==> config.mk <==
export PLATFORM = sky130hd
export DESIGN_NAME = tilt_complementary_filter
export DESIGN_NICKNAME = d
export VERILOG_FILES = /design/src/rtl/core/tcf_pkg.sv /design/src/rtl/core/tilt_complementary_filter.sv
export VERILOG_INCLUDE_DIRS = /design/src /design/src/rtl/core
export SDC_FILE = /design/constraint.sdc
export NUM_CORES = 2
export LEC_CHECK = 0
export BUFFER_PORTS_ARGS = -buffer_cell sky130_fd_sc_hd__buf_4
export CORE_MARGIN = 1
export CORE_UTILIZATION = 50
export DETAILED_ROUTE_END_ITERATION = 16
export PLACE_DENSITY = 0.77
export SLEW_MARGIN = 10
export SYNTH_ARGS = -nofsm -noshare
export SYNTH_HDL_FRONTEND = slang
export SYNTH_SLANG_ARGS = --single-unit
==> constraint.sdc <==
create_clock -name i_clk -period 12 [get_ports i_clk]
set_input_delay 0.6 -clock i_clk [delete_from_list [all_inputs] [get_ports i_clk]]
set_output_delay 0.6 -clock i_clk [all_outputs]
set_load 0.01 [all_outputs]
==> src/rtl/core/tilt_complementary_filter_defines.svh <==
// assertion macros for the tilt filter core
`ifndef TILT_COMPLEMENTARY_FILTER_DEFINES_SVH
`define TILT_COMPLEMENTARY_FILTER_DEFINES_SVH

`ifndef NO_ASSERTIONS
`define TCF_ASSERT_CLK(label, clk, rst_n, prop) \
    label: assert property (@(posedge clk) disable iff (!rst_n) prop) \
        else $error("tilt filter assertion failed");
`define TCF_ASSERT(label, prop) \
    `TCF_ASSERT_CLK(label, i_clk, i_rst_n, prop)
`else
`define TCF_ASSERT_CLK(label, clk, rst_n, prop)
`define TCF_ASSERT(label, prop)
`endif

`endif

==> src/rtl/core/tcf_pkg.sv <==
`timescale 1ns / 1ps

package tcf_pkg;

    localparam int CORDIC_ITERATIONS_DEF = 16;
    localparam int FRACTION_BITS_DEF     = 16;

    // field and port widths
    localparam int IN_W        = 16;
    localparam int ANGLE_W     = 28;
    localparam int CFG_W       = 16;
    localparam int CFG_IDX_W   = 3;
    localparam int IN_TDATA_W  = 3 * IN_W;
    localparam int OUT_TDATA_W = ((ANGLE_W + 7) / 8) * 8;

    // cordic table: atan(2^-i) in degrees, 24 fraction bits
    localparam int TABLE_BITS = 24;
    localparam int TABLE_LEN  = 24;
    localparam int TAB_IDX_W  = 5;
    localparam int ATAN_W     = 30;

    // blend weight and time step carry 16 fraction bits
    localparam int W_FRAC = 16;

    // gyro scale: 131 counts per degree per second
    localparam int GYRO_DIVISOR = 131;
    localparam int REM_W        = 8;

    // divide by 131 one byte at a time: floor(t / 131) = (t * GYRO_RECIP) >> GYRO_RECIP_SH
    // for every t below 2^16
    localparam int DIG_W         = 8;
    localparam int RECIP_W       = 17;
    localparam int GYRO_RECIP_SH = 24;
    localparam logic [RECIP_W-1:0] GYRO_RECIP = 17'd128071;

    localparam int MUL_A_W = IN_W + 2;

    localparam logic [CFG_W-1:0] TIME_STEP_RST   = 16'd4588;
    localparam logic [CFG_W-1:0] GYRO_WEIGHT_RST = 16'd64225;

    typedef enum logic [CFG_IDX_W-1:0] {
        CFG_ACCEL_X_OFS = 3'd0,
        CFG_ACCEL_Y_OFS = 3'd1,
        CFG_GYRO_Z_OFS  = 3'd2,
        CFG_TIME_STEP   = 3'd3,
        CFG_GYRO_WEIGHT = 3'd4
    } t_cfg_idx;

    function automatic logic [ATAN_W-1:0] atan_deg(input logic [TAB_IDX_W-1:0] idx);
        logic [ATAN_W-1:0] v;
        case (idx)
            5'd0:    v = 30'd754974720;
            5'd1:    v = 30'd445687602;
            5'd2:    v = 30'd235489088;
            5'd3:    v = 30'd119537938;
            5'd4:    v = 30'd60000934;
            5'd5:    v = 30'd30029717;
            5'd6:    v = 30'd15018523;
            5'd7:    v = 30'd7509720;
            5'd8:    v = 30'd3754917;
            5'd9:    v = 30'd1877466;
            5'd10:   v = 30'd938734;
            5'd11:   v = 30'd469367;
            5'd12:   v = 30'd234684;
            5'd13:   v = 30'd117342;
            5'd14:   v = 30'd58671;
            5'd15:   v = 30'd29335;
            5'd16:   v = 30'd14668;
            5'd17:   v = 30'd7334;
            5'd18:   v = 30'd3667;
            5'd19:   v = 30'd1833;
            5'd20:   v = 30'd917;
            5'd21:   v = 30'd458;
            5'd22:   v = 30'd229;
            5'd23:   v = 30'd115;
            default: v = '0;
        endcase
        return v;
    endfunction

endpackage

==> src/rtl/core/tilt_complementary_filter.sv <==
`timescale 1ns / 1ps
// Tilt complementary filter. One beat on the input stream carries a raw IMU sample
// (accelerometer X and Y, gyro Z). The core adds the configured offsets, finds the
// accelerometer tilt atan2(ay, ax) in degrees with a vectoring CORDIC, integrates
// -gz/131 * time_step onto the stored angle, blends the two with gyro_weight and
// returns the saturated new angle (signed, FRACTION_BITS fraction bits) as one
// output beat. The core takes one sample at a time: it does not take a new sample
// until the result of the last one is loaded into the output register, and a
// stalled output beat holds the core for as long as it waits. Ready returns the
// cycle after the result is loaded into the output register. The iteration state
// ends when both the CORDIC iterations and the divide by 131 of the gyro step are
// done; the divide runs alongside them on the shared step counter, one byte per
// cycle by reciprocal multiplication. A single multiplier is reused for the gyro
// product and the two blend products.
// Configuration writes are taken at any time but must only be issued while idle.

`include "tilt_complementary_filter_defines.svh"

module tilt_complementary_filter #(
    parameter int CORDIC_ITERATIONS = tcf_pkg::CORDIC_ITERATIONS_DEF,
    parameter int FRACTION_BITS     = tcf_pkg::FRACTION_BITS_DEF
) (
    input  logic                                i_clk,
    input  logic                                i_rst_n,
    input  logic                                i_s_axis_tvalid,
    output logic                                o_s_axis_tready,
    // accel_x_raw [15:0], accel_y_raw [31:16], gyro_z_raw [47:32]
    input  logic [tcf_pkg::IN_TDATA_W-1:0]      i_s_axis_tdata,
    output logic                                o_m_axis_tvalid,
    input  logic                                i_m_axis_tready,
    // tilt_angle [27:0], zero fill [31:28]
    output logic [tcf_pkg::OUT_TDATA_W-1:0]     o_m_axis_tdata,
    input  logic                                i_cfg_we,
    input  logic [tcf_pkg::CFG_IDX_W-1:0]       i_cfg_addr,
    input  logic [tcf_pkg::CFG_W-1:0]           i_cfg_wdata
);

    import tcf_pkg::*;

    localparam int NITER    = (CORDIC_ITERATIONS > TABLE_LEN) ? TABLE_LEN : CORDIC_ITERATIONS;
    localparam int RND_SH   = TABLE_BITS - FRACTION_BITS;
    localparam int DIV_W    = FRACTION_BITS + 17;
    localparam int NDIG     = (DIV_W + DIG_W - 1) / DIG_W;
    localparam int DVD_W    = NDIG * DIG_W;
    localparam int T_W      = REM_W + DIG_W;
    localparam int P_W      = T_W + RECIP_W;
    localparam int Q_W      = FRACTION_BITS + 10;
    localparam int M_W      = FRACTION_BITS + 17;
    localparam int ITER_CYC = (NITER > NDIG) ? NITER : NDIG;
    localparam int CNT_W    = $clog2(ITER_CYC + 1);
    localparam int TG_W     = (FRACTION_BITS + 12 > ANGLE_W + 1) ? FRACTION_BITS + 12
                                                                  : ANGLE_W + 1;
    localparam int PROD_W   = MUL_A_W + TG_W;
    localparam int SUM_W    = PROD_W + 1;
    localparam int N_W      = PROD_W + FRACTION_BITS + 1;
    localparam int XW       = IN_W + TABLE_BITS + 3;
    localparam int ZW       = TABLE_BITS + 10;
    localparam int TA_W     = ZW - RND_SH;

    localparam logic signed [ZW-1:0]    BASE_180  = ZW'(180) << TABLE_BITS;
    localparam logic signed [ZW-1:0]    Z_HALF    = ZW'(1) << (RND_SH - 1);
    localparam logic signed [N_W-1:0]   GYRO_RND  = N_W'(GYRO_DIVISOR) << (W_FRAC - 1);
    localparam logic [DIV_W-1:0]        NEG_BIAS  = DIV_W'(GYRO_DIVISOR);
    localparam logic signed [SUM_W-1:0] BLEND_RND = SUM_W'(1) << (W_FRAC - 1);
    localparam logic signed [SUM_W-1:0] SAT_MAX   = (SUM_W'(1) << (ANGLE_W - 1)) - SUM_W'(1);
    localparam logic signed [SUM_W-1:0] SAT_MIN   = -(SUM_W'(1) << (ANGLE_W - 1));

    typedef enum logic [9:0] {
        S_IDLE  = 10'b0000000001,
        S_PREP  = 10'b0000000010,
        S_SCALE = 10'b0000000100,
        S_ABS   = 10'b0000001000,
        S_ITER  = 10'b0000010000,
        S_ROUND = 10'b0000100000,
        S_MUL1  = 10'b0001000000,
        S_MUL2  = 10'b0010000000,
        S_SUM   = 10'b0100000000,
        S_OUT   = 10'b1000000000
    } t_state;

    // configuration
    logic signed [IN_W-1:0]  r_ax_ofs, r_ay_ofs, r_gz_ofs;
    logic [CFG_W-1:0]        r_time_step, r_weight;

    // control
    t_state                  r_state, n_state;
    logic [CNT_W-1:0]        r_cnt;
    logic                    r_out_valid;
    logic signed [ANGLE_W-1:0] r_angle;

    // datapath
    logic signed [IN_W-1:0]  r_ax, r_ay, r_gz;
    logic signed [PROD_W-1:0] r_prod, r_prod_a;
    logic signed [M_W-1:0]   r_m;
    logic [DVD_W-1:0]        r_dvd, r_quo;
    logic [REM_W-1:0]        r_rem;
    logic                    r_neg;
    logic signed [XW-1:0]    r_x, r_y;
    logic signed [ZW-1:0]    r_z;
    logic                    r_zero;
    logic signed [TA_W-1:0]  r_ta;
    logic signed [TG_W-1:0]  r_tg;
    logic signed [SUM_W-1:0] r_sum;
    logic signed [ANGLE_W-1:0] r_out_data;

    logic                    in_beat, out_load;
    logic signed [IN_W-1:0]  in_ax, in_ay, in_gz;

    // shared multiplier
    logic signed [MUL_A_W-1:0] mul_a, gz_ext;
    logic signed [TG_W-1:0]    mul_b, ta_ext;
    logic signed [PROD_W-1:0]  mul_p;
    logic [CFG_W:0]            w_comp;

    // gyro scaling
    logic signed [N_W-1:0]   prod_ext, n_wide, n_shift;
    logic [DIV_W-1:0]        m_bits, n_dvd;

    // cordic step
    logic [TAB_IDX_W-1:0]    sh;
    logic signed [XW-1:0]    xs, ys, ax_ext, ay_ext, x0, y0;
    logic signed [ZW-1:0]    atan_z, base, z_fin, z_sh;

    // divider step, one byte of the dividend per cycle
    logic [T_W-1:0]          dig_t, dig_r;
    logic [P_W-1:0]          dig_p;
    logic [DIG_W-1:0]        dig_q;

    // round and blend
    logic signed [TG_W-1:0]  angle_ext, q_ext, q_sel, n_tg;
    logic signed [SUM_W-1:0] prod_a_ext, prod_ext2, n_sum, r_shift;
    logic signed [ANGLE_W-1:0] n_angle;

    assign in_beat         = i_s_axis_tvalid && o_s_axis_tready;
    assign o_s_axis_tready = (r_state == S_IDLE);
    assign o_m_axis_tvalid = r_out_valid;
    assign o_m_axis_tdata  = {{(OUT_TDATA_W - ANGLE_W){1'b0}}, r_out_data};

    assign in_ax = i_s_axis_tdata[IN_W-1:0];
    assign in_ay = i_s_axis_tdata[2*IN_W-1:IN_W];
    assign in_gz = i_s_axis_tdata[3*IN_W-1:2*IN_W];

    // result register free or being drained this cycle
    assign out_load = (r_state == S_OUT) && (!r_out_valid || i_m_axis_tready);

    // multiplier operand select
    assign gz_ext = r_gz;
    assign ta_ext = r_ta;
    assign w_comp = (CFG_W + 1)'(1 << CFG_W) - {1'b0, r_weight};

    always_comb begin
        case (r_state)
            S_PREP: begin
                mul_a = -gz_ext;
                mul_b = $signed(TG_W'(r_time_step));
            end
            S_MUL1: begin
                mul_a = $signed(MUL_A_W'(r_weight));
                mul_b = r_tg;
            end
            S_MUL2: begin
                mul_a = $signed(MUL_A_W'(w_comp));
                mul_b = ta_ext;
            end
            default: begin
                mul_a = '0;
                mul_b = '0;
            end
        endcase
    end

    assign mul_p = mul_a * mul_b;

    // m = floor((p * 2^fb + 131 * 2^15) / 2^16), then |m|, biased if m is negative, for a floor divide
    assign prod_ext = r_prod;
    assign n_wide   = (prod_ext <<< FRACTION_BITS) + GYRO_RND;
    assign n_shift  = n_wide >>> W_FRAC;
    assign m_bits   = r_m;
    assign n_dvd    = r_m[M_W-1] ? (~m_bits + NEG_BIAS) : m_bits;

    // cordic initial vector, mirrored into the right half plane
    assign ax_ext = r_ax;
    assign ay_ext = r_ay;
    assign x0     = (r_ax[IN_W-1] ? -ax_ext : ax_ext) <<< TABLE_BITS;
    assign y0     = (r_ax[IN_W-1] ? -ay_ext : ay_ext) <<< TABLE_BITS;

    assign sh     = TAB_IDX_W'(r_cnt);
    assign xs     = r_x >>> sh;
    assign ys     = r_y >>> sh;
    assign atan_z = $signed(ZW'(atan_deg(sh)));

    // remainder and next byte, quotient digit by reciprocal, new remainder
    assign dig_t = {r_rem, r_dvd[DVD_W-1 -: DIG_W]};
    assign dig_p = P_W'(dig_t) * P_W'(GYRO_RECIP);
    assign dig_q = dig_p[GYRO_RECIP_SH +: DIG_W];
    assign dig_r = dig_t - T_W'(dig_q) * T_W'(GYRO_DIVISOR);

    always_comb begin
        if (!r_ax[IN_W-1]) begin
            base = '0;
        end else if (r_ay[IN_W-1]) begin
            base = -BASE_180;
        end else begin
            base = BASE_180;
        end
    end

    assign z_fin = r_z + base + Z_HALF;
    assign z_sh  = z_fin >>> RND_SH;

    assign angle_ext = r_angle;
    assign q_ext     = $signed(TG_W'(r_quo[Q_W-1:0]));
    assign q_sel     = r_neg ? ~q_ext : q_ext;
    assign n_tg      = angle_ext + q_sel + $signed(TG_W'(r_neg));

    assign prod_a_ext = r_prod_a;
    assign prod_ext2  = r_prod;
    assign n_sum      = prod_a_ext + prod_ext2 + BLEND_RND;
    assign r_shift    = r_sum >>> W_FRAC;

    always_comb begin
        if (r_shift > SAT_MAX) begin
            n_angle = SAT_MAX[ANGLE_W-1:0];
        end else if (r_shift < SAT_MIN) begin
            n_angle = SAT_MIN[ANGLE_W-1:0];
        end else begin
            n_angle = r_shift[ANGLE_W-1:0];
        end
    end

    always_comb begin
        n_state = r_state;
        case (r_state)
            S_IDLE:  if (in_beat) n_state = S_PREP;
            S_PREP:  n_state = S_SCALE;
            S_SCALE: n_state = S_ABS;
            S_ABS:   n_state = S_ITER;
            S_ITER:  if (r_cnt == CNT_W'(ITER_CYC - 1)) n_state = S_ROUND;
            S_ROUND: n_state = S_MUL1;
            S_MUL1:  n_state = S_MUL2;
            S_MUL2:  n_state = S_SUM;
            S_SUM:   n_state = S_OUT;
            S_OUT:   if (out_load) n_state = S_IDLE;
            default: n_state = S_IDLE;
        endcase
    end

    // control and configuration
    always_ff @(posedge i_clk) begin
        if (!i_rst_n) begin
            r_state     <= S_IDLE;
            r_out_valid <= 1'b0;
            r_angle     <= '0;
            r_ax_ofs    <= '0;
            r_ay_ofs    <= '0;
            r_gz_ofs    <= '0;
            r_time_step <= TIME_STEP_RST;
            r_weight    <= GYRO_WEIGHT_RST;
        end else begin
            r_state <= n_state;
            if (out_load) begin
                r_out_valid <= 1'b1;
                r_angle     <= n_angle;
            end else if (i_m_axis_tready) begin
                r_out_valid <= 1'b0;
            end
            if (i_cfg_we) begin
                case (i_cfg_addr)
                    CFG_ACCEL_X_OFS: r_ax_ofs    <= i_cfg_wdata;
                    CFG_ACCEL_Y_OFS: r_ay_ofs    <= i_cfg_wdata;
                    CFG_GYRO_Z_OFS:  r_gz_ofs    <= i_cfg_wdata;
                    CFG_TIME_STEP:   r_time_step <= i_cfg_wdata;
                    CFG_GYRO_WEIGHT: r_weight    <= i_cfg_wdata;
                    default: ;
                endcase
            end
        end
    end

    // datapath
    always_ff @(posedge i_clk) begin
        case (r_state)
            S_IDLE: begin
                r_ax <= in_ax + r_ax_ofs;
                r_ay <= in_ay + r_ay_ofs;
                r_gz <= in_gz + r_gz_ofs;
            end
            S_PREP: begin
                r_prod <= mul_p;
            end
            S_SCALE: begin
                r_m <= n_shift[M_W-1:0];
            end
            S_ABS: begin
                r_neg  <= r_m[M_W-1];
                r_dvd  <= DVD_W'(n_dvd);
                r_rem  <= '0;
                r_quo  <= '0;
                r_cnt  <= '0;
                r_x    <= x0;
                r_y    <= y0;
                r_z    <= '0;
                r_zero <= (r_ax == '0) && (r_ay == '0);
            end
            S_ITER: begin
                r_cnt <= r_cnt + CNT_W'(1);
                if (r_cnt < CNT_W'(NITER)) begin
                    // y at or below zero rotates the other way
                    if (r_y > 0) begin
                        r_x <= r_x + ys;
                        r_y <= r_y - xs;
                        r_z <= r_z + atan_z;
                    end else begin
                        r_x <= r_x - ys;
                        r_y <= r_y + xs;
                        r_z <= r_z - atan_z;
                    end
                end
                if (r_cnt < CNT_W'(NDIG)) begin
                    r_rem <= dig_r[REM_W-1:0];
                    r_dvd <= {r_dvd[DVD_W-DIG_W-1:0], {DIG_W{1'b0}}};
                    r_quo <= {r_quo[DVD_W-DIG_W-1:0], dig_q};
                end
            end
            S_ROUND: begin
                r_ta <= r_zero ? '0 : z_sh[TA_W-1:0];
                r_tg <= n_tg;
            end
            S_MUL1: begin
                r_prod <= mul_p;
            end
            S_MUL2: begin
                r_prod_a <= r_prod;
                r_prod   <= mul_p;
            end
            S_SUM: begin
                r_sum <= n_sum;
            end
            S_OUT: begin
                if (out_load) r_out_data <= n_angle;
            end
            default: ;
        endcase
    end

    `TCF_ASSERT(a_busy_after_accept, in_beat |=> !o_s_axis_tready)
    `TCF_ASSERT(a_out_is_state, o_m_axis_tvalid |-> (r_out_data == r_angle))
    `TCF_ASSERT(a_iter_bound, (r_state == S_ITER) |-> (r_cnt < CNT_W'(ITER_CYC)))
    `TCF_ASSERT(a_rem_bound,
        (r_state == S_ITER || r_state == S_ROUND) |-> (r_rem < REM_W'(GYRO_DIVISOR)))
    `TCF_ASSERT_CLK(a_angle_on_load, i_clk, i_rst_n,
        !$stable(r_angle) |-> $past(r_state == S_OUT))

endmodule

==> results_dict.tcl <==
set metrics [dict create \
    status "finished clean" \
    cp-start-kind "register" \
    cts_tree "yes" \
    hpwl_mm 157 \
    power_mw 5.71 \
    first_global_vias 55200 \
    port-buffer-count 101 \
    setup_tns_ns 0 \
    syn_area_um2 69300 \
    ant_nets 0 \
    worstMarginPinSlew_ns 1.36 \
    cap_violations 0 \
    die-area_um2 140000 \
    row_count 136 \
    path_class "reg -> reg" \
    hold_path_class "in -> reg" \
    syn_avg_cell_area_um2 9.34 \
    yosys_warnings 0 \
    slowest_stage "a311oi_1" \
    slew_headroom_pct 9.43 \
    ys_top_cells_by_area "edfxtp_1, fa_1, ha_1" \
    rsz0062_at_grt "no" \
    endpoint_kind "register" \
    post_cts_buffers 0 \
    drc 0 \
    vias_per_cell 6.03 \
    cts_resized 0 \
    dr.pass1.iters 6 \
    finish.instance_area_um2 74100 \
    p_int_mw 4.13 \
    fin_skew_ns 0.0561 \
    wl_per_cell_um 21.8 \
    ctsRootBufferMaster "clkbuf_16" \
    gp_congestion 1.02 \
    swShare_pct 27.7 \
    peakVddDrop_v 0.0000971 \
    cts_hold_buf 0 \
    io_pins 106 \
    arrival_ns 10.88 \
    drt_iter0_drc 5502 \
    grtUsageTotal_pct 28.4 \
    slew_viol_final 0 \
    fin_nets 8616 \
    yosysTopAreaCellShare_pct 21.3 \
    synth-async-reset-ratio_pct 0 \
    leakagePower_nw 31.4 \
    max_freq_mhz 95.5 \
    grt_pass1_wl_mm 311 \
    p_per_area_nw_per_um2 77.1 \
    layout-drive-gt1-share_pct 7.06 \
    grt-ovfl-total 0 \
    grt_max_degree 119 \
    seqPwrFrac_pct 44.7 \
    ys.flop_type "edfxtp_1" \
    wirelength_mm 201 \
    syn_inst 7416 \
    layout_worst_path_cycle_share_pct 87.3 \
    cts_buffer_depth 3 \
    ys_seq_elements 640 \
    fin_crit_ns 10.47 \
    fp.dieW_um 374 \
    yosysUniqueCellTypes 104 \
    cts_buffers 75 \
    h-tree-depth 3 \
    synth_edf_count 491 \
    comb_power_share_pct 14.6 \
    p_sw_mw 1.59 \
    area_delta_synth_final_pct 7.01 \
    clk_pin_slew_worst_paths_ns 0.06 \
    required_ns 12.41 \
    clock_power_share_pct 40.7 \
    clock-sinks 640 \
    finalSetupViolCount 0 \
    cpPeakStageDelay_ns 0.77 \
    synth-seq-area-share_pct 25.6 \
    core-area_um2 137000 \
    die_height_um 374 \
    crit_top_cell "fa_1" \
    place_area_um2 71700 \
    vias 55600 \
    antenna_found_initial 3 \
    clk_latency_ns 0.70 \
    cp_max_fo 60 \
    synth_top_cell_by_area "edfxtp_1" \
    initial_core_util_pct 50.4 \
    finalHoldViolations 0 \
]
==> cells by family (layout without fill, tap and decap cells) <==
group | after synthesis | count (layout) | share of synthesized area [%]
adder cells (fa/ha/maj) | 1186 | 1186 | 27.9
flip-flops | 640 | 640 | 25.6
other | 1 | 5 | 0.00541
AND/OR/NAND/NOR | 2283 | 2283 | 15.0
XOR/XNOR | 507 | 507 | 6.43
multiplexers | 234 | 234 | 5.28
buffers and inverters | 1196 | 1196 | 6.73
AO/OA/AOI/OAI | 1369 | 1369 | 13.0
==> area by class of cell <==
class / count / area (um2)
fillers: 12100 / 63400
multi-input cells: 5583 / 47100
flip-flops and latches: 640 / 17700
inverters: 892 / 3350
well taps: 1794 / 2240
clock buffers: 97 / 2070
repair buffers: 166 / 1260
clock inverters: 41 / 404
diodes: 1 / 2.50
==> worst paths after layout <==
path	slack [ns]	startpoint	to	depth (start not counted)
max	1.53	r_state[0]$_SDFFE_PN1P_	r_prod[44]$_DFFE_PN_	29
min	0.26	i_cfg_wdata[10]	r_weight[10]$_SDFFE_PN0P_	3
max reg2reg	1.53	r_state[0]$_SDFFE_PN1P_	r_prod[44]$_DFFE_PN_	29
min reg2reg	0.47	r_gz_ofs[9]$_SDFFE_PN0P_	r_gz_ofs[9]$_SDFFE_PN0P_	2
==> metal layers <==
layer | wire length (um) | GRT usage, % | part of all wire [%]
met1 | 80900 | 37.5 | 40
met2 | 90900 | 44.4 | 45
met3 | 16000 | 4.56 | 7.9
met4 | 13000 | 16.2 | 6.5
met5 | 27 | 0 | 0.013
==> metrics by stage <==
step                utilization, %  std cells  setup slack [ns]  hold slack [ns]
global route                  53.9       9213              1.00            0.255
global placement              52.1       9075              1.85            0.456
finish                        53.9       9214              1.53            0.264
CTS                           53.9       9213              1.66            0.225
detailed placement            52.1       9075              1.71            0.460
floorplan                        -       7419              1.67            0.426
==> registers in the layout, summed over array words and instances, names as in the netlist, 26 cells and up <==
name	count
atan_z	30
m_bits	33
r_angle	28
r_dvd	40
r_out_data	28
r_prod	47
r_prod_a	47
r_quo	26
r_sum	32
r_ta	26
r_tg	29
r_x	43
r_y	43
r_z	34
==> cell usage in the layout (no fill, tap or decap), drive strengths merged, types with 82 or more instances in the layout <==
master	Yosys	layout
xnor2	283	283
a21boi	89	89
xor2	223	223
nor2	679	679
nand3	129	129
buf	76	166
ha	590	590
fa	596	596
mux2i	90	90
mux4	100	100
edfxtp	491	491
a21oi	334	334
o21ai	274	274
nand2	831	831
clkbuf	228	97
dfxtp	149	149
nor3	120	120
a21o	163	163
inv	891	892
nor2b	86	86
and2	82	82
==> critical path, delay by kind of cell, from the launching register on <==
kind	cells	cell delay, ns
AOI/OAI and AO/OA	5	1.97
and+or+nand+nor	10	2.72
xor gates and xnor gates	1	0.12
adders and majority gates	7	3.50
DFF	1	0.34
buffers and inverters	6	1.42
==> Yosys cell counts (33+ instances only) <==
master / number
a21o_1: 163
o31ai_1: 39
a21oi_1: 333
mux4_2: 98
ha_1: 590
edfxtp_1: 491
nand2_1: 831
o21a_1: 57
and3_1: 48
nor2b_1: 86
a31oi_1: 37
a21boi_0: 89
nor2_1: 678
and2_1: 78
mux2i_1: 90
xor2_1: 223
dfxtp_1: 149
fa_1: 596
nand3_1: 129
nand2b_1: 78
nor3_1: 118
inv_1: 890
a211oi_1: 40
xnor2_1: 283
or3_1: 48
mux2_2: 44
clkbuf_1: 227
nor4_1: 33
o21ai_0: 270
or2_2: 34
==> power groups by stage <==
stage / combinational [mW] / sequential, mW / clock (mW)
final: 0.832 / 2.55 / 2.33
after detailed placement: 0.816 / 2.60 / 0
after global placement: 0.795 / 2.59 / 0
after global routing: 0.917 / 2.56 / 2.44
after floorplan: 0.585 / 2.56 / 0
after CTS: 0.825 / 2.55 / 2.37
(Power assumes the default switching activity.)
